--- config.mk ---
export PLATFORM = sky130hd
export DESIGN_NAME = adaptive_gain_audio_mixer
export DESIGN_NICKNAME = d
export VERILOG_FILES = /design/src/design/agam_pkg.sv /design/src/design/agam_div.sv /design/src/design/agam_ctrl.sv /design/src/design/adaptive_gain_audio_mixer.sv
export SDC_FILE = /design/constraint.sdc
export NUM_CORES = 1
export LEC_CHECK = 0
export BUFFER_PORTS_ARGS = -buffer_cell sky130_fd_sc_hd__buf_4
export CAP_MARGIN = 20
export CORE_MARGIN = 4
export CORE_UTILIZATION = 30
export CTS_CLUSTER_SIZE = 10
export DETAILED_ROUTE_END_ITERATION = 10
export HOLD_SLACK_MARGIN = 0.12
export PLACE_DENSITY = 0.43
export SETUP_SLACK_MARGIN = 0.05
export SYNTH_ARGS = -nofsm -noshare
export SYNTH_HDL_FRONTEND = slang
export SYNTH_HIERARCHICAL = 1
export SYNTH_SLANG_ARGS = --single-unit
--- constraint.sdc ---
create_clock -name clock -period 10.9 [get_ports clock]
set_clock_uncertainty 0.15 [all_clocks]
set_input_delay 0.545 -clock clock [delete_from_list [all_inputs] [get_ports clock]]
set_output_delay 0.545 -clock clock [all_outputs]
set_load 0.03 [all_outputs]
--- src/design/agam_pkg.sv ---
`default_nettype none

package agam_pkg;

   localparam int CHANNELS   = 8;
   localparam int SAMPLE_W   = 16;
   localparam int COUNT_W    = 4;
   localparam int SHIFT_W    = 4;
   localparam int IDX_W      = $clog2(CHANNELS);
   localparam int SUM_W      = SAMPLE_W + $clog2(CHANNELS);
   localparam int MAG_W      = SUM_W;
   localparam int LIMIT_W    = SAMPLE_W;

   localparam logic [LIMIT_W-1:0] OUT_MAX     = 16'h7FFF;
   localparam logic [LIMIT_W-1:0] OUT_MIN_MAG = 16'h8000;
   localparam logic [SHIFT_W-1:0] SHIFT_RESET = 4'd6;

   typedef enum logic [2:0] {
      ST_IDLE,
      ST_SUM,
      ST_MAG,
      ST_MUL,
      ST_CHECK,
      ST_DIV,
      ST_UPDATE,
      ST_DONE
   } agam_state_type;

   typedef struct packed {
      logic req_valid;
      logic sum_last;
      logic clip_now;
      logic div_done;
      logic out_free;
   } agam_stat_type;

   typedef struct packed {
      logic accept;
      logic sum_en;
      logic mag_en;
      logic mul_en;
      logic check_en;
      logic div_start;
      logic gain_div_load;
      logic gain_update;
      logic out_load;
   } agam_ctrl_type;

endpackage

`default_nettype wire

--- src/design/agam_div.sv ---
`default_nettype none

module agam_div
   import agam_pkg::*;
#(
   parameter int FRAC_BITS = 16
) (
   input  wire logic                 clock,
   input  wire logic                 reset,
   input  wire logic                 start,
   input  wire logic [LIMIT_W-1:0]   limit,
   input  wire logic [MAG_W-1:0]     divisor,
   output logic                      done,
   output logic [FRAC_BITS-1:0]      quotient
);

   localparam int CNT_W = $clog2(FRAC_BITS + 1);

   logic [MAG_W:0]         rem_ff, rem_in;
   logic [MAG_W-1:0]       div_ff, div_in;
   logic [FRAC_BITS-1:0]   quo_ff, quo_in;
   logic [CNT_W-1:0]       cnt_ff, cnt_in;
   logic                   busy_ff, busy_in;
   logic                   done_ff, done_in;
   logic [MAG_W:0]         trial;
   logic                   fits;

   always_comb begin
      trial   = {rem_ff[MAG_W-1:0], 1'b0};
      fits    = trial >= {1'b0, div_ff};
      rem_in  = rem_ff;
      div_in  = div_ff;
      quo_in  = quo_ff;
      cnt_in  = cnt_ff;
      busy_in = busy_ff;
      done_in = 1'b0;
      if (start) begin
         rem_in  = (MAG_W + 1)'(limit);
         div_in  = divisor;
         quo_in  = '0;
         cnt_in  = '0;
         busy_in = 1'b1;
      end else if (busy_ff) begin
         rem_in = fits ? (trial - {1'b0, div_ff}) : trial;
         quo_in = {quo_ff[FRAC_BITS-2:0], fits};
         cnt_in = cnt_ff + 1'b1;
         if (cnt_ff == CNT_W'(FRAC_BITS - 1)) begin
            busy_in = 1'b0;
            done_in = 1'b1;
         end
      end
   end

   always_ff @(posedge clock) begin
      if (reset) begin
         busy_ff <= 1'b0;
         done_ff <= 1'b0;
      end else begin
         busy_ff <= busy_in;
         done_ff <= done_in;
      end
      rem_ff <= rem_in;
      div_ff <= div_in;
      quo_ff <= quo_in;
      cnt_ff <= cnt_in;
   end

   assign done     = done_ff;
   assign quotient = quo_ff;

endmodule

`default_nettype wire

--- src/design/agam_ctrl.sv ---
`default_nettype none

module agam_ctrl
   import agam_pkg::*;
(
   input  wire logic           clock,
   input  wire logic           reset,
   input  wire agam_stat_type  stat,
   output logic                busy,
   output agam_ctrl_type       ctrl
);

   agam_state_type state_ff, state_in;

   always_comb begin
      state_in = state_ff;
      case (state_ff)
         ST_IDLE:   if (stat.req_valid) state_in = ST_SUM;
         ST_SUM:    if (stat.sum_last) state_in = ST_MAG;
         ST_MAG:    state_in = ST_MUL;
         ST_MUL:    state_in = ST_CHECK;
         ST_CHECK:  state_in = stat.clip_now ? ST_DIV : ST_UPDATE;
         ST_DIV:    if (stat.div_done) state_in = ST_UPDATE;
         ST_UPDATE: state_in = ST_DONE;
         ST_DONE:   if (stat.out_free) state_in = ST_IDLE;
         default:   state_in = ST_IDLE;
      endcase
   end

   always_comb begin
      ctrl = '0;
      busy = 1'b1;
      case (state_ff)
         ST_IDLE: begin
            busy        = 1'b0;
            ctrl.accept = stat.req_valid;
         end
         ST_SUM:    ctrl.sum_en = 1'b1;
         ST_MAG:    ctrl.mag_en = 1'b1;
         ST_MUL:    ctrl.mul_en = 1'b1;
         ST_CHECK: begin
            ctrl.check_en  = 1'b1;
            ctrl.div_start = stat.clip_now;
         end
         ST_DIV:    ctrl.gain_div_load = stat.div_done;
         ST_UPDATE: ctrl.gain_update = 1'b1;
         ST_DONE:   ctrl.out_load = stat.out_free;
         default:   ctrl = '0;
      endcase
   end

   always_ff @(posedge clock) begin
      if (reset) begin
         state_ff <= ST_IDLE;
      end else begin
         state_ff <= state_in;
      end
   end

endmodule

`default_nettype wire

--- src/design/adaptive_gain_audio_mixer.sv ---
`default_nettype none

// Channel  Handshake               Payload
// req      req_valid / req_stall   req_ch0..7_sample, req_channel_count, req_frame_end
// rsp      rsp_valid / rsp_stall   rsp_mixed_sample, rsp_clipped
// csr      csr_write_en            csr_write_data (recovery shift)
//
// One item at a time: an accepted item steps through the sum, magnitude, multiply
// and check states, the restoring gain divider when the sample clips, gain update
// and the output register; the channel sum takes one channel per cycle, the divider one
// quotient bit per cycle. Synchronous reset sets gain to one and recovery shift to 6.
// A stalled result holds in the output register while the next item is accepted.

module adaptive_gain_audio_mixer
   import agam_pkg::*;
#(
   parameter int GAIN_FRAC_BITS = 16
) (
   input  wire logic                        clock,
   input  wire logic                        reset,
   input  wire logic                        req_valid,
   output logic                             req_stall,
   input  wire logic signed [SAMPLE_W-1:0]  req_ch0_sample,
   input  wire logic signed [SAMPLE_W-1:0]  req_ch1_sample,
   input  wire logic signed [SAMPLE_W-1:0]  req_ch2_sample,
   input  wire logic signed [SAMPLE_W-1:0]  req_ch3_sample,
   input  wire logic signed [SAMPLE_W-1:0]  req_ch4_sample,
   input  wire logic signed [SAMPLE_W-1:0]  req_ch5_sample,
   input  wire logic signed [SAMPLE_W-1:0]  req_ch6_sample,
   input  wire logic signed [SAMPLE_W-1:0]  req_ch7_sample,
   input  wire logic [COUNT_W-1:0]          req_channel_count,
   input  wire logic                        req_frame_end,
   output logic                             rsp_valid,
   input  wire logic                        rsp_stall,
   output logic signed [SAMPLE_W-1:0]       rsp_mixed_sample,
   output logic                             rsp_clipped,
   input  wire logic                        csr_write_en,
   input  wire logic [SHIFT_W-1:0]          csr_write_data
);

   localparam int GAIN_W = GAIN_FRAC_BITS + 1;
   localparam int PROD_W = MAG_W + GAIN_W;
   localparam logic [GAIN_W-1:0] GAIN_ONE = GAIN_W'(1) << GAIN_FRAC_BITS;

   agam_stat_type stat;
   agam_ctrl_type ctrl;
   logic          busy;

   logic signed [SAMPLE_W-1:0] samp_ff [CHANNELS];
   logic [COUNT_W-1:0]         count_ff;
   logic                       last_ff;
   logic [IDX_W-1:0]           idx_ff;
   logic signed [SUM_W-1:0]    acc_ff, acc_in;
   logic [MAG_W-1:0]           mag_ff, mag_in;
   logic                       neg_ff;
   logic [PROD_W-1:0]          prod_ff, prod_in;
   logic [GAIN_W-1:0]          gain_ff, gain_in;
   logic [SHIFT_W-1:0]         shift_ff;
   logic signed [SAMPLE_W-1:0] result_ff, result_in;
   logic                       clip_ff;
   logic [LIMIT_W-1:0]         limit;
   logic signed [SAMPLE_W-1:0] rsp_sample_ff;
   logic                       rsp_clip_ff;
   logic                       rsp_valid_ff;

   logic signed [SAMPLE_W-1:0] pick;
   logic [MAG_W-1:0]           scaled;
   logic                       clip_now;
   logic [GAIN_W-1:0]          gain_diff;
   logic [GAIN_FRAC_BITS-1:0]  quotient;
   logic                       div_done;

   agam_ctrl u_ctrl (
      .clock (clock),
      .reset (reset),
      .stat  (stat),
      .busy  (busy),
      .ctrl  (ctrl)
   );

   agam_div #(
      .FRAC_BITS (GAIN_FRAC_BITS)
   ) u_div (
      .clock    (clock),
      .reset    (reset),
      .start    (ctrl.div_start),
      .limit    (limit),
      .divisor  (scaled),
      .done     (div_done),
      .quotient (quotient)
   );

   always_comb begin
      pick   = ({1'b0, idx_ff} < (IDX_W + 1)'(count_ff) || count_ff > COUNT_W'(CHANNELS))
               ? samp_ff[idx_ff] : '0;
      acc_in = acc_ff + SUM_W'(pick);
      mag_in = acc_ff[SUM_W-1] ? MAG_W'(-acc_ff) : MAG_W'(acc_ff);
      prod_in = PROD_W'(mag_ff) * PROD_W'(gain_ff);
      scaled = prod_ff[GAIN_FRAC_BITS +: MAG_W];
      limit  = neg_ff ? OUT_MIN_MAG : OUT_MAX;
      clip_now = scaled > MAG_W'(limit);
      if (clip_now) begin
         result_in = neg_ff ? signed'(OUT_MIN_MAG) : signed'(OUT_MAX);
      end else begin
         result_in = neg_ff ? -signed'(scaled[SAMPLE_W-1:0]) : signed'(scaled[SAMPLE_W-1:0]);
      end
      gain_diff = GAIN_ONE - gain_ff;
      gain_in   = gain_ff;
      if (gain_ff < GAIN_ONE) begin
         gain_in = gain_ff + (gain_diff >> shift_ff);
      end
      if (last_ff) begin
         gain_in = GAIN_ONE;
      end
   end

   always_comb begin
      stat.req_valid = req_valid;
      stat.sum_last  = idx_ff == IDX_W'(CHANNELS - 1);
      stat.clip_now  = clip_now;
      stat.div_done  = div_done;
      stat.out_free  = !rsp_valid_ff || !rsp_stall;
   end

   always_ff @(posedge clock) begin
      if (reset) begin
         gain_ff      <= GAIN_ONE;
         shift_ff     <= SHIFT_RESET;
         rsp_valid_ff <= 1'b0;
      end else begin
         if (csr_write_en) begin
            shift_ff <= csr_write_data;
         end
         if (ctrl.gain_div_load) begin
            gain_ff <= GAIN_W'(quotient);
         end else if (ctrl.gain_update) begin
            gain_ff <= gain_in;
         end
         if (ctrl.out_load) begin
            rsp_valid_ff <= 1'b1;
         end else if (!rsp_stall) begin
            rsp_valid_ff <= 1'b0;
         end
      end
   end

   always_ff @(posedge clock) begin
      if (ctrl.accept) begin
         samp_ff[0] <= req_ch0_sample;
         samp_ff[1] <= req_ch1_sample;
         samp_ff[2] <= req_ch2_sample;
         samp_ff[3] <= req_ch3_sample;
         samp_ff[4] <= req_ch4_sample;
         samp_ff[5] <= req_ch5_sample;
         samp_ff[6] <= req_ch6_sample;
         samp_ff[7] <= req_ch7_sample;
         count_ff   <= req_channel_count;
         last_ff    <= req_frame_end;
         idx_ff     <= '0;
         acc_ff     <= '0;
      end
      if (ctrl.sum_en) begin
         acc_ff <= acc_in;
         idx_ff <= idx_ff + 1'b1;
      end
      if (ctrl.mag_en) begin
         mag_ff <= mag_in;
         neg_ff <= acc_ff[SUM_W-1];
      end
      if (ctrl.mul_en) begin
         prod_ff <= prod_in;
      end
      if (ctrl.check_en) begin
         result_ff <= result_in;
         clip_ff   <= clip_now;
      end
      if (ctrl.out_load) begin
         rsp_sample_ff <= result_ff;
         rsp_clip_ff   <= clip_ff;
      end
   end

   assign req_stall        = busy;
   assign rsp_valid        = rsp_valid_ff;
   assign rsp_mixed_sample = rsp_sample_ff;
   assign rsp_clipped      = rsp_clip_ff;

endmodule

`default_nettype wire

; ---- After elaboration in Yosys (flattened, before gate mapping)
; Memories as Yosys holds them, arrays and structs flattened. A register that Yosys moved wholly into a read port is not among the register bits.
; Index checks and enable logic that the tools add are counted.
[word_totals]
ramBits = 128
n_memories = 1
inputBits = 142
out_inout_bits = 19
ff_bits = 202
[memory_table]
columns = name, depth, word_bits, rd, rd_ports_with_merged_regs, write_ports, line_no
row1 = samp_ff, 8, 16, 1, 1, 8, adaptive_gain_audio_mixer.sv:49  ; logic signed [SAMPLE_W-1:0] samp_ff [CHANNELS];
[classes]
eq_ne = 14
bitwise_logic = 1
mul = 1
n_mux = 40
n_lt_le_gt_ge = 5
add_sub_neg = 8
n_reduce_logical = 12
shifts = 1
[op_table]
columns = cell, n
row1 = 2-to-1 mux 16 bit, 6
row2 = 2-to-1 mux 17 bit, 4
row3 = 2-to-1 mux 19 bit, 3
row4 = multiplier 19 x 17 -> 35 bit, 1
row5 = case mux 3 bit (8 select lines), 1
row6 = 2-to-1 mux 3 bit, 7
row7 = greater-or-equal comparator 20 x 19 -> 1 bit, 1
row8 = adder 19 x 16 -> 19 bit, 1
row9 = greater-than comparator 19 x 16 -> 1 bit, 1
row10 = negator 19 bit, 1
row11 = subtractor 19 bit, 1
row12 = 2-to-1 mux 18 bit, 1
row13 = adder 17 bit, 1
row14 = less-than comparator 17 bit (second input constant), 1
row15 = right shift 17 x 4 -> 17 bit, 1
row16 = subtractor 17 bit (first input constant), 1
row17 = 2-to-1 mux 1 bit, 16
row18 = negator 16 bit, 1
row19 = == test 3 bit (second input constant), 5
row20 = == test 3 x 2 -> 1 bit (second input constant), 2
row21 = inequality test 2 x 1 -> 1 bit (second input constant), 3
row22 = nonzero test 2 bit, 3
row23 = adder 5 x 1 -> 5 bit (second input constant), 1
row24 = == test 5 x 4 -> 1 bit (second input constant), 1
row25 = 14 further kinds, 18

; ---- Depth between registers and ports, before layout
; Gate-level depths: netlist (run 1).
[depth]
depth_word = 7
ltp_mapped = 25

; ---- Cells and area by module
; Netlist (run 1), hierarchy kept.
[by_module_without_submodules]
columns = mod, area_each_um2, cells_each, seq_area_each_um2, instances
row1 = adaptive_gain_audio_mixer, 23257.3, 2219, 7347.0, 1
row2 = agam_div, 3535.9, 343, 1571.5, 1
row3 = agam_ctrl, 282.8, 34, 60.1, 1

; ---- Least setup slack after synthesis (run 1)
; No wires, ideal clock.
[synth_path]
kind = register to register
start = register u_ctrl.state_ff[1]
end = register acc_ff[0] (enable)
path_stages_with_launch = 6
period_less_slack_ns = 8.267
setup_slack_ns = 2.633
path_buffers = 1
t_arrival_ns = 7.737
cell_sequence = dfxtp_1 > buf_6 > or3_4 > nor2_1 > nor2_1 > inv_1
[synth_rtl]
columns = element, line_no
row1 = start: declaration, agam_ctrl.sv:13  ; agam_state_type state_ff, state_in;
row2 = start signal: assignment, agam_ctrl.sv:56  ; state_ff <= state_in;
row3 = end signal: assignment, adaptive_gain_audio_mixer.sv:163  ; acc_ff <= acc_in;
row4 = end: declaration, adaptive_gain_audio_mixer.sv:53  ; logic signed [SUM_W-1:0] acc_ff, acc_in;

; ---- Worst setup path after layout (run 1)
[layout_path]
start = register gain_ff[5]
end = register prod_ff[33], data pin
[layout_via]
elab_chain_cells = 1
[layout_rtl]
columns = element, line_no
row1 = start: declaration, adaptive_gain_audio_mixer.sv:57  ; logic [GAIN_W-1:0] gain_ff, gain_in;
row2 = start signal: assignment, adaptive_gain_audio_mixer.sv:135  ; gain_ff <= GAIN_W'(quotient);
row3 = start signal: assignment, adaptive_gain_audio_mixer.sv:137  ; gain_ff <= gain_in;
row4 = multiplier 19 x 17 -> 35 bit, adaptive_gain_audio_mixer.sv:98  ; prod_in = PROD_W'(mag_ff) * PROD_W'(gain_ff);
row5 = net prod_in[33], adaptive_gain_audio_mixer.sv:56  ; logic [PROD_W-1:0] prod_ff, prod_in;
row6 = end signal: assignment, adaptive_gain_audio_mixer.sv:171  ; prod_ff <= prod_in;
row7 = end: declaration, adaptive_gain_audio_mixer.sv:56
; The timed path passes the listed nets, and every way through them passes these cells.
; A chain may end at the register's enable or synchronous reset.

==> reports/qor.yml, run 1 <==
run_status:
  status: "complete, no violations"
synthesis:
  synth_ff_type: "edfxtp_1"
  ys_ff_latch: 317
  synth_cell_types: 101
  async_flop_share: 0
  synth_edf_count: 263
  synth_seq_area_share: 0.3316
  synth_warnings: 6
  synth_nets: 3175
  netlist_instances: 2596
  avgSynthCellArea_um2: 10.43
  syn_area_um2: 27080
sta:
  setup-tns-final_ps: 0
  setup_violations: 0
  rsz0062_at_grt: "no"
  hold_viol: 0
  slew_viol_final: 0
  finalWorstSetupSlack_ps: 3653
  holdWs_ps: 180.7
  timing.final.crit_share: 0.6649
  min_period_ps: 7247
  worst_pin_slew_ps: 1052
  max_freq_ghz: 0.1380
  slew_headroom: 0.2978
placed_design:
  placed_area_um2: 29530
  hpwlAfterDp_mm: 53.27
  dp_slack_ps: 3799
  portBuffers: 160
  gp_congestion: 0.8221
floorplan:
  io_pins: 161
  core_um2: 88920
  start_util: 0.3045
  num_rows: 109
  die_w_um: 308.4
  die_h_um: 308.4
  die_area_um2: 95120
worst_setup_path:
  start_kind: "flop"
  rr_worst_depth: 20
  timing.rr.end: "prod_ff[33]$_DFFE_PP_"
  cp.required_ps: 11030
  critPathLaunch: "gain_ff[5]$_SDFFE_PP0P_"
  rrSetupSlack_ps: 3650
  critPathKind: "flop to flop"
  crit_end: "prod_ff[33]$_DFFE_PP_"
  worstPathMaxFanout: 24
  end_kind: "flop"
  crit_arrival_ps: 7380
  reg2reg_from: "gain_ff[5]$_SDFFE_PP0P_"
route:
  drtIter0Drc: 1066
  via_per_inst: 4.843
  firstDrtPassIters: 5
  drt_wl_total_mm: 72.57
  drc: 0
  detail_route.wl_per_cell_um: 17.95
  vias: 19580
  ant_nets: 0
grt:
  first_global_vias: 20610
  antenna_found_initial: 0
  grt_overflow: 0
  grt_pass1_wl_mm: 115.7
  grt_max_degree: 134
  grt.total_usage: 0.1536
clock_network:
  cts_tree: "done"
  htreeDepth: 2
  cts_setup_buffers: 0
  clkLatencyLatePin_ps: 580
  numClockSinks: 317
  cts-buffers-inserted: 41
  cts.clk_slew.worst_paths_ps: 60
  cts_buffer_depth: 3
  clock_tree.root_cell: "clkbuf_16"
power:
  ir_drop_mv: 0.1155
  leakage_nw: 13.82
  powerDensity_nw_per_um2: 127.5
  finalPower_mw: 4.113
worst_hold_path:
  min_path_type: "input port to flop"
  hold_path_startpoint: "req_valid"
layout:
  layout-drive-gt1-share: 0.1217
  area_growth_pct: 19.14
  finalNetCount: 3431
  postLayoutCellArea_um2: 32260
job:
  drv_cap: 0
[area by class of cell]
type	count	area (um2)
inverter	345	1295
clock inverter	10	128.9
sequential	317	8981
timing repair buffer	344	2970
fill	8842	56660
clock buffer	57	1147
tap	1165	1458
multi-input combinational	1803	16270
antenna	1	2.502
[how the worst min path moves through the flow]
stage | end | depth (start not counted)
after floorplan | rsp_clipped$_DFFE_PP_ | 0
after global placement | rsp_mixed_sample[14]$_DFFE_PP_ | 0
after detailed placement | rsp_mixed_sample[12]$_DFFE_PP_ | 0
after CTS | u_ctrl/state_ff[0]$_SDFFE_PP0P_ | 3
after global routing | u_ctrl/state_ff[0]$_SDFFE_PP0P_ | 3
final | u_ctrl/state_ff[0]$_SDFFE_PP0P_ | 3
[cell families (layout without fill, tap and decap cells)]
group,Yosys count,after routing,share of synthesized area
xor gates and xnor gates,88,88,0.02847
DFF,317,317,0.3316
adders and majority gates,437,437,0.2724
muxes,111,111,0.05749
AOI/OAI and AO/OA,377,377,0.09478
other,0,1,0
buffers and inverters,476,756,0.06807
and+or+nand+nor,790,790,0.1472
[registers in the layout (all words and copies together) (netlist names), 3 cells and up, named ones only]
register / cells
result_ff: 16
samp_ff: 128
count_ff: 4
u_ctrl/state_ff: 3
u_div/rem_ff: 19
u_div/cnt_ff: 5
gain_ff: 17
prod_ff: 19
mag_ff: 19
acc_ff: 19
u_div/quotient: 16
shift_ff: 4
rsp_mixed_sample: 16
u_div/div_ff: 19
idx_ff: 3
[routing by layer]
layer	vias up	GRT usage	wire length (um)
li1	9291	-	-
met1	9844	0.2039	32390
met2	364	0.2696	36240
met3	76	0.01730	2477
met4	0	0.03564	1466
met5	-	0	0
[cells in the final DEF (no fill, tap or decap), types with 30 or more instances in the layout]
cell type / synthesis / routed
nor2b_1: 30 / 30
xnor2_1: 54 / 54
inv_1: 345 / 345
mux4_2: 34 / 34
ha_1: 183 / 183
fa_1: 254 / 254
edfxtp_1: 263 / 263
a21oi_1: 105 / 105
dfxtp_1: 54 / 52
buf_4: 2 / 200
xor2_1: 34 / 34
clkbuf_16: 0 / 42
o21ai_0: 57 / 57
nor2_1: 150 / 148
nand2_1: 270 / 270
a21o_1: 42 / 42
dlygate4sd3_1: 0 / 142
and2_1: 149 / 148
mux2i_1: 63 / 63
nor3_1: 39 / 39
[worst max-delay path: stages, from the launching register on]
cell,delay [ps]
dfxtp_1,910
and2_1,250
fa_1,410
inv_1,90
fa_1,410
fa_1,530
inv_1,70
fa_1,460
fa_1,540
inv_1,50
fa_1,530
inv_1,40
ha_1,370
a21o_1,220
a2111oi_0,410
o211ai_1,190
a31oi_1,470
o21ai_0,310
and3_1,290
nor3_1,150
a311oi_1,70
[cell usage after synthesis, types with 57 or more instances]
library cell | count | area (um2)
and2_1 | 149 | 932.1
mux2i_1 | 63 | 630.6
nand2_1 | 270 | 1013
edfxtp_1 | 263 | 7898
clkbuf_1 | 106 | 397.9
inv_1 | 345 | 1295
o21ai_0 | 57 | 285.3
fa_1 | 254 | 5085
a21oi_1 | 105 | 525.5
ha_1 | 183 | 2290
nor2_1 | 150 | 563.0
[timing repair]
| item | 4_1_cts | 5_1_grt |
|---|---|---|
| gates resized for setup | 0 | 0 |
| hold buffers | 142 | 0 |
| hold endpoints to repair | 138 | 0 |
[power breakdown]
part / internal, mW / switching (mW)
logic: 0.558 / 0.645
registers: 1.50 / 0.119
clock network: 0.760 / 0.532
total: 2.82 / 1.30
[through the flow]
stage,utilization,cells
global route,0.3627,4041
CTS,0.3624,4040
detailed placement,0.3321,3831
finish,0.3628,4042
global placement,0.3321,3831
floorplan,-,2596
Note: power is estimated with default switching activity, not from simulation.
==> run 2, diff against run 1 <==
clock period = 7.2 ns   (was 10.9 ns; I/O delays follow)
==> reports/qor.yml, run 2 (same netlist as run 1, synthesis figures left out) <==
layout:
  nFillCells: 8876  # was 8842
  layout-drive-gt1-share: 0.1261  # was 0.1217
  finalNetCount: 3456  # was 3431
  mostFrequentLayoutCells: "inv_1, nand2_1, edfxtp_1"  # unchanged
  stdcell_count: 4068  # was 4042
  largest_reg_flops: 128  # unchanged
  postLayoutCellArea_um2: 32460  # was 32260 um2
  seq_area_um2: 8980  # was 8981 um2
  layout_commonest_cell: "inv_1"  # unchanged
  diodes: 0  # was 1
  multiInputGateArea_um2: 16270  # unchanged
  post-route-util: 0.3651  # was 0.3628
  area_growth_pct: 19.90  # was 19.14%
  top_register: "samp_ff"  # unchanged
placed_design:
  dp.cells: 3849  # was 3831
  gp_congestion: 0.8327  # was 0.8221
  hpwlAfterDp_mm: 55.96  # was 53.27 mm
  portBuffers: 160  # unchanged
  placed_area_um2: 29660  # was 29530 um2
  dp_slack_ps: 524.4  # was 3799 ps
worst_setup_path:
  critPathKind: "flop to flop"  # unchanged
  end_kind: "flop"  # unchanged
  worstPathMaxFanout: 13  # was 24
  crit_arrival_ps: 6890  # was 7380 ps
  cp.required_ps: 7330  # was 11030 ps
  rrSetupSlack_ps: 450  # was 3650 ps
  start_kind: "flop"  # unchanged
route:
  detail_route.wl_per_cell_um: 17.81  # was 17.95 um
  drtIter0Drc: 920  # was 1066
  firstDrtPassIters: 5  # unchanged
  wl_met3_mm: 2.479  # was 2.477 mm
  highest_layer: "met5"  # was met4
  via_per_inst: 4.809  # was 4.843
  vias: 19560  # was 19580
  drt_wl_total_mm: 72.45  # was 72.57 mm
  dr_wl_met2_mm: 36.47  # was 36.24 mm
  drt-met1-wl_mm: 32.04  # was 32.39 mm
  drc: 0  # unchanged
  ant_nets: 0  # unchanged
sta:
  worst_pin_slew_ps: 1052  # about the same
  timing.final.crit_share: 0.9381  # was 0.6649
  min_period_ps: 6754  # was 7247 ps
  setup-tns-final_ps: 0  # unchanged
  rsz0062_at_grt: "no"  # unchanged
  max_freq_ghz: 0.1481  # was 0.1380 GHz
  setup_violations: 0  # unchanged
  finalWorstSetupSlack_ps: 445.6  # was 3653 ps
  holdWs_ps: 250.9  # was 180.7 ps
  slew_viol_final: 0  # unchanged
  hold_viol: 0  # unchanged
  slew_headroom: 0.2978  # about the same
floorplan:
  io_pins: 161  # unchanged
  die_h_um: 308.4  # unchanged
  die_area_um2: 95120  # unchanged
  num_rows: 109  # unchanged
  die_w_um: 308.4  # unchanged
  start_util: 0.3045  # unchanged
  core_um2: 88920  # unchanged
clock_network:
  htreeDepth: 2  # unchanged
  clkLatencyLatePin_ps: 590  # was 580 ps
  cts-buffers-inserted: 42  # was 41
  cts_buffer_depth: 3  # unchanged
  clock_tree.root_cell: "clkbuf_16"  # unchanged
  numClockSinks: 317  # unchanged
  cts_setup_buffers: 0  # unchanged
  cts_tree: "done"  # unchanged
  cts.clk_slew.worst_paths_ps: 60  # about the same
  postCtsHoldBufs: 149  # was 142
  cts_resized: 0  # unchanged
power:
  ir_drop_mv: 0.1804  # was 0.1155 mV
  leakage_nw: 13.95  # was 13.82 nW
  powerDensity_nw_per_um2: 194.1  # was 127.5 nW/um2
  finalPower_mw: 6.302  # was 4.113 mW
grt:
  grt_overflow: 0  # unchanged
  first_global_vias: 20800  # was 20610
  grt.total_usage: 0.1519  # was 0.1536
  grt_max_degree: 134  # unchanged
  antenna_found_initial: 3  # was 0
  grt_pass1_wl_mm: 114.5  # was 115.7 mm
job:
  drv_cap: 0  # unchanged
run_status:
  status: "complete, no violations"  # unchanged
worst_hold_path:
  min_path_type: "flop to flop"  # was input port to flop
## run 2: cell type report
cell class,count,share of cell area
clock buffer,58,0.03584
timing repair buffer,368,0.09697
clock inverter,12,0.004471
multi-input combinational,1803,0.5013
inverter,345,0.03989
tap,1165,0.04490
sequential,317,0.2766
## run 2: worst paths after layout
check	to	start	cells past startpoint
worst max-delay path	prod_ff[33]$_DFFE_PP_	mag_ff[8]$_DFFE_PP_	20
worst max register to register	prod_ff[33]$_DFFE_PP_	mag_ff[8]$_DFFE_PP_	20
worst min register to register	rsp_mixed_sample[9]$_DFFE_PP_	result_ff[9]$_DFFE_PP_	0
worst min-delay path	rsp_mixed_sample[9]$_DFFE_PP_	result_ff[9]$_DFFE_PP_	0
## run 2: worst max-delay path, stage by stage (launching register included)
cell and delay, ps:
edfxtp_1 630, and2_1 290, fa_1 500, inv_1 50, fa_1 490, fa_1 520, inv_1 50, fa_1 460
fa_1 550, inv_1 60, fa_1 530, inv_1 40, ha_1 300, a21o_1 200, a2111oi_0 380, o211ai_1 180
a31oi_1 420, o21ai_0 200, and3_1 230, nor3_1 140, a311oi_1 70
## run 2: power breakdown
| part | total [mW] | switching [mW] | internal, mW |
|---|---|---|---|
| Combinational | 1.80 | 0.954 | 0.847 |
| Clock | 2.02 | 0.844 | 1.17 |
| Sequential | 2.48 | 0.214 | 2.27 |
## run 2: layer usage
layer,up-vias,global-route usage
met3,79,0.02136
met4,2,0.03411
met1,9806,0.1982
li1,9344,-
met2,330,0.2682
met5,-,0
==> run 3, diff against run 2 <==
REMOVE_ABC_BUFFERS = 1   (was unset)
==> reports/qor.yml, run 3 (same netlist as run 1, synthesis figures left out) <==
layout:
  diodes: 0  # unchanged
  mostFrequentLayoutCells: "inv_1, nand2_1, edfxtp_1"  # unchanged
  top_register: "samp_ff"  # unchanged
  layout_commonest_cell: "inv_1"  # unchanged
  stdcell_count: 4070  # was 4068
  area_growth_pct: 19.87  # was 19.90%
  largest_reg_flops: 128  # unchanged
  postLayoutCellArea_um2: 32450  # was 32460 um2
  finalNetCount: 3460  # was 3456
  layout-drive-gt1-share: 0.1277  # was 0.1261
  post-route-util: 0.3650  # was 0.3651
sta:
  max_freq_ghz: 0.1485  # was 0.1481 GHz
  finalWorstSetupSlack_ps: 465.0  # was 445.6 ps
  worst_pin_slew_ps: 1064  # was 1052 ps
  setup_violations: 0  # unchanged
  timing.final.crit_share: 0.9354  # was 0.9381
  rsz0062_at_grt: "no"  # unchanged
  slew_viol_final: 0  # unchanged
  min_period_ps: 6735  # was 6754 ps
  slew_headroom: 0.2897  # was 0.2978
  hold_viol: 0  # unchanged
grt:
  grt_pass1_wl_mm: 118.2  # was 114.5 mm
  grt_overflow: 0  # unchanged
  first_global_vias: 20910  # was 20800
  grt.total_usage: 0.1575  # was 0.1519
  grt_max_degree: 81  # was 134
  antenna_found_initial: 0  # was 3
clock_network:
  clkLatencyLatePin_ps: 600  # was 590 ps
  numClockSinks: 317  # unchanged
  cts_tree: "done"  # unchanged
  cts_buffer_depth: 3  # unchanged
  htreeDepth: 2  # unchanged
  clock_tree.root_cell: "clkbuf_16"  # unchanged
  cts.clk_slew.worst_paths_ps: 60  # about the same
  cts-buffers-inserted: 42  # unchanged
placed_design:
  placed_area_um2: 29650  # was 29660 um2
  hpwlAfterDp_mm: 56.77  # was 55.96 mm
  gp_congestion: 0.8569  # was 0.8327
  dp_slack_ps: 514.2  # was 524.4 ps
  portBuffers: 160  # unchanged
  dp.cells: 3849  # unchanged
route:
  ant_nets: 0  # unchanged
  firstDrtPassIters: 5  # unchanged
  drt_wl_total_mm: 73.33  # was 72.45 mm
  drtIter0Drc: 816  # was 920
  via_per_inst: 4.776  # was 4.809
  detail_route.wl_per_cell_um: 18.02  # was 17.81 um
  drc: 0  # unchanged
  vias: 19440  # was 19560
job:
  drv_cap: 0  # unchanged
floorplan:
  core_um2: 88920  # unchanged
  die_area_um2: 95120  # unchanged
  die_h_um: 308.4  # unchanged
  start_util: 0.3045  # unchanged
  io_pins: 161  # unchanged
  num_rows: 109  # unchanged
  die_w_um: 308.4  # unchanged
worst_setup_path:
  rr_worst_depth: 21  # was 20
  critPathKind: "flop to flop"  # unchanged
  start_kind: "flop"  # unchanged
  cp.required_ps: 7360  # was 7330 ps
  crit_arrival_ps: 6890  # about the same
  worstPathMaxFanout: 17  # was 13
  end_kind: "flop"  # unchanged
run_status:
  status: "complete, no violations"  # unchanged
power:
  ir_drop_mv: 0.1864  # was 0.1804 mV
  leakage_nw: 13.95  # about the same
  powerDensity_nw_per_um2: 190.6  # was 194.1 nW/um2
worst_hold_path:
  whs_path_depth: 0  # unchanged
  min_path_type: "flop to flop"  # unchanged
-- run 3: final timing paths --
path                                start  slack [ps]                             end
hold / removal    result_ff[11]$_DFFE_PP_         270  rsp_mixed_sample[11]$_DFFE_PP_
setup / recovery      mag_ff[5]$_DFFE_PP_         460           prod_ff[33]$_DFFE_PP_
setup reg to reg      mag_ff[5]$_DFFE_PP_         460           prod_ff[33]$_DFFE_PP_
hold reg to reg   result_ff[11]$_DFFE_PP_         270  rsp_mixed_sample[11]$_DFFE_PP_
-- run 3: critical path: stages (launching register included) --
cell and delay (ps):
edfxtp_1 810, nand2_1 150, fa_1 500, inv_1 50, fa_1 400, inv_1 100
fa_1 380, inv_1 70, fa_1 450, fa_1 550, inv_1 60, fa_1 540
inv_1 50, ha_1 360, a21o_1 210, a2111oi_0 390, o211ai_1 170, a31oi_1 380
o21ai_0 240, and3_1 250, nor3_1 140, a311oi_1 60
-- run 3: area by class of cell --
type	count	area, um2
clock buffers	53	1114
clock inverters	15	115.1
fillers	8858	56470
inverters	345	1295
multi-input cells	1803	16280
flip-flops and latches	317	8981
well taps	1165	1458
repair buffers	372	3216
-- run 3: repair_timing --
action	4_1_cts	5_1_grt
endpoints found under the hold margin	154	0
setup buffers	0	0
resized for setup	0	0
hold buffers	150	0
-- run 3: layer usage --
| layer | part of all wire | wire length [um] | global-route usage | up-vias |
|---|---|---|---|---|
| met4 | 0.022 | 1647 | 0.03869 | 0 |
| met5 | 0 | 0 | 0 | - |
| met2 | 0.49 | 36070 | 0.2774 | 416 |
| met3 | 0.041 | 3029 | 0.02156 | 73 |
| li1 | - | - | - | 9356 |
| met1 | 0.44 | 32590 | 0.2049 | 9593 |
-- run 3: where the power goes --
part	total [mW]	internal [mW]	switching [mW]
Combinational	1.78	0.848	0.930
Sequential	2.50	2.27	0.227
Clock	1.91	1.09	0.818
-- run 3: stage by stage --
step / power [mW] / TNS (ps) / hold WS, ps
3_3_place_gp: 4.247 / 0 / 253.3
4_1_cts: 6.315 / 0 / 262.8
2_1_floorplan: 3.728 / -23630 / 250.3
6_report: 6.186 / 0 / 267.6
3_5_place_dp: 4.279 / 0 / 255.4
5_1_grt: 6.617 / 0 / 271.3
